**src/rtl/hwrs_pkg.sv**
```systemverilog
// shared types and constants for the health weighted route selector
`timescale 1ns / 1ps
package hwrs_pkg;

  localparam int unsigned MaxRoutes = 16;
  localparam int unsigned IdxW      = $clog2(MaxRoutes);
  localparam int unsigned TotW      = $clog2(MaxRoutes + 1);
  localparam int unsigned CntW      = 32;
  localparam int unsigned LatW      = 48;
  localparam int unsigned ScoreW    = 25;
  localparam logic [CntW-1:0] CntMax = '1;
  localparam logic [LatW-1:0] LatMax = '1;
  localparam logic [16:0] OneTenthQ16    = 17'd6554;
  localparam logic [16:0] OnePointTwoQ16 = 17'd78643;
  localparam int unsigned DivW = 64;

  typedef enum logic [2:0] {
    FUNC_ADD    = 3'd0,
    FUNC_SELECT = 3'd1,
    FUNC_REPORT = 3'd2,
    FUNC_RESET  = 3'd3,
    FUNC_READ   = 3'd4,
    FUNC_CLEAR  = 3'd5
  } func_e;

  typedef enum logic [2:0] {
    ST_OK        = 3'd0,
    ST_FULL      = 3'd1,
    ST_BAD_PROMPT = 3'd2,
    ST_NO_ROUTES = 3'd3,
    ST_NO_HEALTHY = 3'd4,
    ST_BAD_INDEX = 3'd5
  } status_e;

  localparam logic CfgMinReq = 1'b0;
  localparam logic CfgLatRef = 1'b1;

  typedef enum logic [3:0] {
    S_IDLE,
    S_LOAD,
    S_ERR_DIV,
    S_ERR_MUL,
    S_AVG_DIV,
    S_LAT_DIV,
    S_LAT_MUL,
    S_HEALTH,
    S_LOCAL,
    S_NEXT,
    S_FINISH,
    S_OUT
  } state_e;

  // divider handshake
  typedef struct packed {
    logic             start;
    logic [DivW-1:0]  dividend;
    logic [DivW-1:0]  divisor;
  } div_req_t;

  typedef struct packed {
    logic             busy;
    logic             done;
    logic [DivW-1:0]  quotient;
  } div_rsp_t;

endpackage

```
**src/rtl/hwrs_divider.sv**
```systemverilog
// radix-2 restoring divider, one quotient bit per cycle
`timescale 1ns / 1ps
module hwrs_divider (
  input  logic                 clk_i,
  input  logic                 rst_ni,
  input  hwrs_pkg::div_req_t   req_i,
  output hwrs_pkg::div_rsp_t   rsp_o
);

  localparam int unsigned W = hwrs_pkg::DivW;

  logic [W-1:0]         quo_q, quo_d;
  logic [W-1:0]         rem_q, rem_d;
  logic [W-1:0]         dvs_q, dvs_d;
  logic [$clog2(W)-1:0] cnt_q, cnt_d;
  logic                 busy_q, busy_d;
  logic                 done_q, done_d;
  logic [W:0]           trial;

  always_comb begin
    quo_d  = quo_q;
    rem_d  = rem_q;
    dvs_d  = dvs_q;
    cnt_d  = cnt_q;
    busy_d = busy_q;
    done_d = 1'b0;
    trial  = {rem_q, quo_q[W-1]};
    if (req_i.start) begin
      quo_d  = req_i.dividend;
      rem_d  = '0;
      dvs_d  = req_i.divisor;
      cnt_d  = '0;
      busy_d = 1'b1;
    end else if (busy_q) begin
      quo_d = {quo_q[W-2:0], 1'b0};
      if (trial >= {1'b0, dvs_q}) begin
        rem_d    = W'(trial - {1'b0, dvs_q});
        quo_d[0] = 1'b1;
      end else begin
        rem_d = trial[W-1:0];
      end
      cnt_d = cnt_q + 1'b1;
      if (cnt_q == '1) begin
        busy_d = 1'b0;
        done_d = 1'b1;
      end
    end
  end

  always_ff @(posedge clk_i or negedge rst_ni) begin
    if (!rst_ni) begin
      busy_q <= 1'b0;
      done_q <= 1'b0;
      cnt_q  <= '0;
    end else begin
      busy_q <= busy_d;
      done_q <= done_d;
      cnt_q  <= cnt_d;
    end
  end

  always_ff @(posedge clk_i) begin
    quo_q <= quo_d;
    rem_q <= rem_d;
    dvs_q <= dvs_d;
  end

  assign rsp_o.busy     = busy_q;
  assign rsp_o.done     = done_q;
  assign rsp_o.quotient = quo_q;

endmodule

```
**config.mk**
```make
export PLATFORM = sky130hd
export DESIGN_NAME = hwrs_divider
export DESIGN_NICKNAME = d
export VERILOG_FILES = /design/src/rtl/hwrs_pkg.sv /design/src/rtl/hwrs_divider.sv
export SDC_FILE = /design/constraint.sdc
export NUM_CORES = 1
export LEC_CHECK = 0
export BUFFER_PORTS_ARGS = -buffer_cell sky130_fd_sc_hd__buf_2
export CAP_MARGIN = 20
export CORE_MARGIN = 1
export CORE_UTILIZATION = 57
export DETAILED_ROUTE_END_ITERATION = 8
export PLACE_DENSITY = 0.81
export SETUP_SLACK_MARGIN = 0.1
export SLEW_MARGIN = 40
export SYNTH_ARGS = -nofsm -noshare
export SYNTH_HDL_FRONTEND = slang
export SYNTH_SLANG_ARGS = --single-unit
```
**constraint.sdc**
```tcl
create_clock -name clk_i -period 4.2 [get_ports clk_i]
set_input_delay 0.84 -clock clk_i [delete_from_list [all_inputs] [get_ports clk_i]]
set_output_delay 0.84 -clock clk_i [all_outputs]
set_load 0.03 [all_outputs]
```
==> out/qor.txt <==
Worst Setup Start Kind = register
Critical Path Source = dvs_q[8]
First-pass GRT wire length = 46040 microns
Port bufs = 196
Most instantiated cells after synthesis = edfxtp_1 (128), nor2_1 (88), inv_1 (82), a21oi_1 (80), nand2_1 (70)
Status = finished, final reports clean
Post-Route Setup TNS = 0 ns
Critical Path RT = 4.55 ns
Row cnt = 52
Share of post-route cells with drive strength above 1 = 23.68%
Yosys warnings = 0
Global Route Usage Sum = 26.87%
Largest net degree at the start of global routing = 71
Worst endpoint data arrival time = 4.10 ns
Setup WS pre-CTS = 0.4632 ns
Vias in the first global route = 9249
Via count = 9628
Syn_nets = 1376
Area delta synth->final = 14.78%
CP bufs+invs = 1
Register-to-Register Setup Slack = 0.46 ns
Die Wd = 146.3 microns
Final ANT Viol Nets = 0
Cells after synthesis = 1179
Finished Core Util = 67.10%
Synth Register Bits = 200
Final Hold Viols = 0
Worst slew pin tran = 0.8129 ns
Fin worst setup slack = 0.4565 ns
Worst Setup EP = rem_q[50]
Leak = 0.006342 uW
Dpl cell area = 13000 sq um
VDD IR max = 315.6 uV
Crit Path Category = register to register
Post-synth top area cell = edfxtp_1
Post-Syn Area = 11870 sq um
Routed WL per cell = 17.71 microns
DP HPWL = 20930 microns
Routability cong. = 0.9182
CTS sink cnt = 200
Core area = 20300 sq um
Final Cycle Share = 89.13%
TritonCTS buffer count = 17
Top-level I/O count = 197
FF-to-FF Start = dvs_q[8]
Reg2Reg Depth = 12
Total grt overflow = 0
Die Area = 21400 sq um
Max cap viols = 0
Worst setup EP type = register
Worst-path clk slew = 0.08 ns
F_max = 0.2671 GHz
Reg-to-reg endpoint = rem_q[50]
DR vias/cell = 5.954
Min cycle time layout = 3.743 ns
Initial antenna violation count = 0
Most frequent cell on the critical path = and3_1
Synth area leaders = edfxtp_1 (32%), dfxtp_1 (11%), ha_1 (6.9%), mux2_2 (6.1%), mux2i_1 (4.6%)
DRC viols = 0
CP max stage cell = or4_1
Crit Path Max Fanout = 21
Yosys top cell area share = 32.39%
Initial core utilization = 58.46%
Number of enable flip-flop cells after synthesis = 128
Pins Over Slew Limit = 0
Detailed Route Iter0 Violations = 803
RSZ-0062 raised after global routing = no
First drt pass iteration count = 5
Hold_ws = 0.2235 ns
Critical Path Stages = 12
Nets = 1531
Relative slew slack = 45.80%
CP Cell Sequence = inv_1 > ha_1 > and3_1 > and3_1 > nand4_1 > o21a_1 > a21oi_4 > a31oi_2 > o311a_1 > o21a_2 > or4_1 > a311oi_1
Design area = 13620 sq um
TritonCTS clock tree = built
Later-pin clock latency in the skew report = 0.45 ns
CTS root buf = clkbuf_16
Worst hold path class = input port to async pin
Final setup viols = 0
Clock Path Buffers = 2
Final Routed Wirelength = 28640 microns
Cell family with the largest share of critical-path delay = compound AO/OA/AOI/OAI gates
Distinct cells, synth = 67
DIE HEIGHT = 146.3 microns
Fin Clk Skew = 0.01445 ns
Async set-reset flop share out of synthesis = 4.000%
Worst path max stage delay = 0.57 ns
Synth Flop Type = edfxtp_1
Antenna cell count = 0
Top-count cell post-synth = edfxtp_1
Htree depth = 4
Seq/Total Area, Yosys = 44.87%
Synthesized area per cell = 10.07 sq um
Power Density = 650.6 nW/um^2
-- metal layers --
metal	global-route usage, %	share of wire, %	up-vias
li1	-	-	4637
met2	43.93	47	387
met1	35.30	44	4547
met4	8.594	2.1	0
met3	6.281	7.2	57
met5	0	0	-
-- cells in the final DEF, fill, tap and decap left out, types with 9 or more instances in the layout --
| cell type | netlist | layout |
|---|---|---|
| inv_1 | 82 | 81 |
| nand4_1 | 23 | 23 |
| ha_1 | 65 | 65 |
| o21ai_0 | 67 | 67 |
| dfxtp_1 | 64 | 64 |
| a21oi_1 | 80 | 80 |
| nor2b_1 | 9 | 9 |
| and3_1 | 14 | 14 |
| edfxtp_1 | 128 | 128 |
| a211oi_1 | 47 | 47 |
| xor2_1 | 28 | 28 |
| buf_2 | 9 | 195 |
| nand3_1 | 13 | 13 |
| nor2_1 | 88 | 88 |
| xnor2_1 | 36 | 36 |
| clkbuf_16 | 0 | 17 |
| nand2_1 | 70 | 70 |
| mux2_2 | 64 | 64 |
| buf_4 | 2 | 11 |
| a21o_1 | 37 | 37 |
| nor3_1 | 10 | 10 |
| mux2i_1 | 54 | 54 |
| a31oi_1 | 15 | 15 |
-- per-stage QoR --
step	power [uW]	std cells
global route	9377	1617
floorplan	6116	1179
finish	8862	1617
global placement	6971	1584
CTS	8779	1616
detailed placement	7059	1584
-- where the power goes --
group / total, uW / internal [uW] / switching, uW
logic: 4350 / 1810 / 2550
clock network: 1690 / 820 / 867
registers: 2820 / 2520 / 300
total: 8860 / 5150 / 3710
-- worst min-delay path by stage --
stage / start / endpoint / cells after the start
2_1_floorplan: rem_q[63] / rem_q[63] / 2
3_3_place_gp: rem_q[7] / rem_q[7] / 2
3_5_place_dp: rem_q[35] / rem_q[35] / 2
4_1_cts: rst_ni / cnt_q[0] / 1
5_1_grt: rst_ni / cnt_q[0] / 1
6_report: rst_ni / cnt_q[0] / 1
-- logic make-up after synthesis --
logic type	Yosys count	synth area share [%]
adders and majority gates	66	7.022
xor gates and xnor gates	64	4.723
muxes	118	10.63
and+or+nand+nor	263	10.54
DFF	200	44.87
AOI/OAI and AO/OA	314	17.19
buffers and inverters	154	5.029
-- registers in the layout (all words and copies together) (netlist names) --
| register | count |
|---|---|
| quo_q | 64 |
| rem_q | 64 |
| done_q | 1 |
| cnt_q | 6 |
| busy_q | 1 |
| dvs_q | 64 |
-- worst reg2reg max path, cell delays in order (launching register included) --
cell      delay, ns
edfxtp_1       0.33
inv_1          0.04
ha_1           0.37
and3_1         0.26
and3_1         0.20
nand4_1        0.14
o21a_1         0.27
a21oi_4        0.21
a31oi_2        0.17
o311a_1        0.41
o21a_2         0.39
or4_1          0.58
a311oi_1       0.28
-- repair_timing --
| action | CTS | global route |
|---|---|---|
| buffers inserted | 0 | 0 |
| endpoints found under the setup margin | 0 | 2 |
| hold buffers | 0 | 0 |
| hold endpoints to repair | 0 | 0 |
| resized for setup | 0 | 0 |
-- final cells by class --
type | instances | area, sq um
timing repair buffer | 207 | 1070
tap | 270 | 337.8
clock inverter | 14 | 187.7
sequential | 200 | 5326
fill | 1578 | 6678
multi-input combinational | 826 | 5963
clock buffer | 18 | 429.2
inverter | 82 | 307.8
No activity file was read; power rests on OpenSTA's default activity.
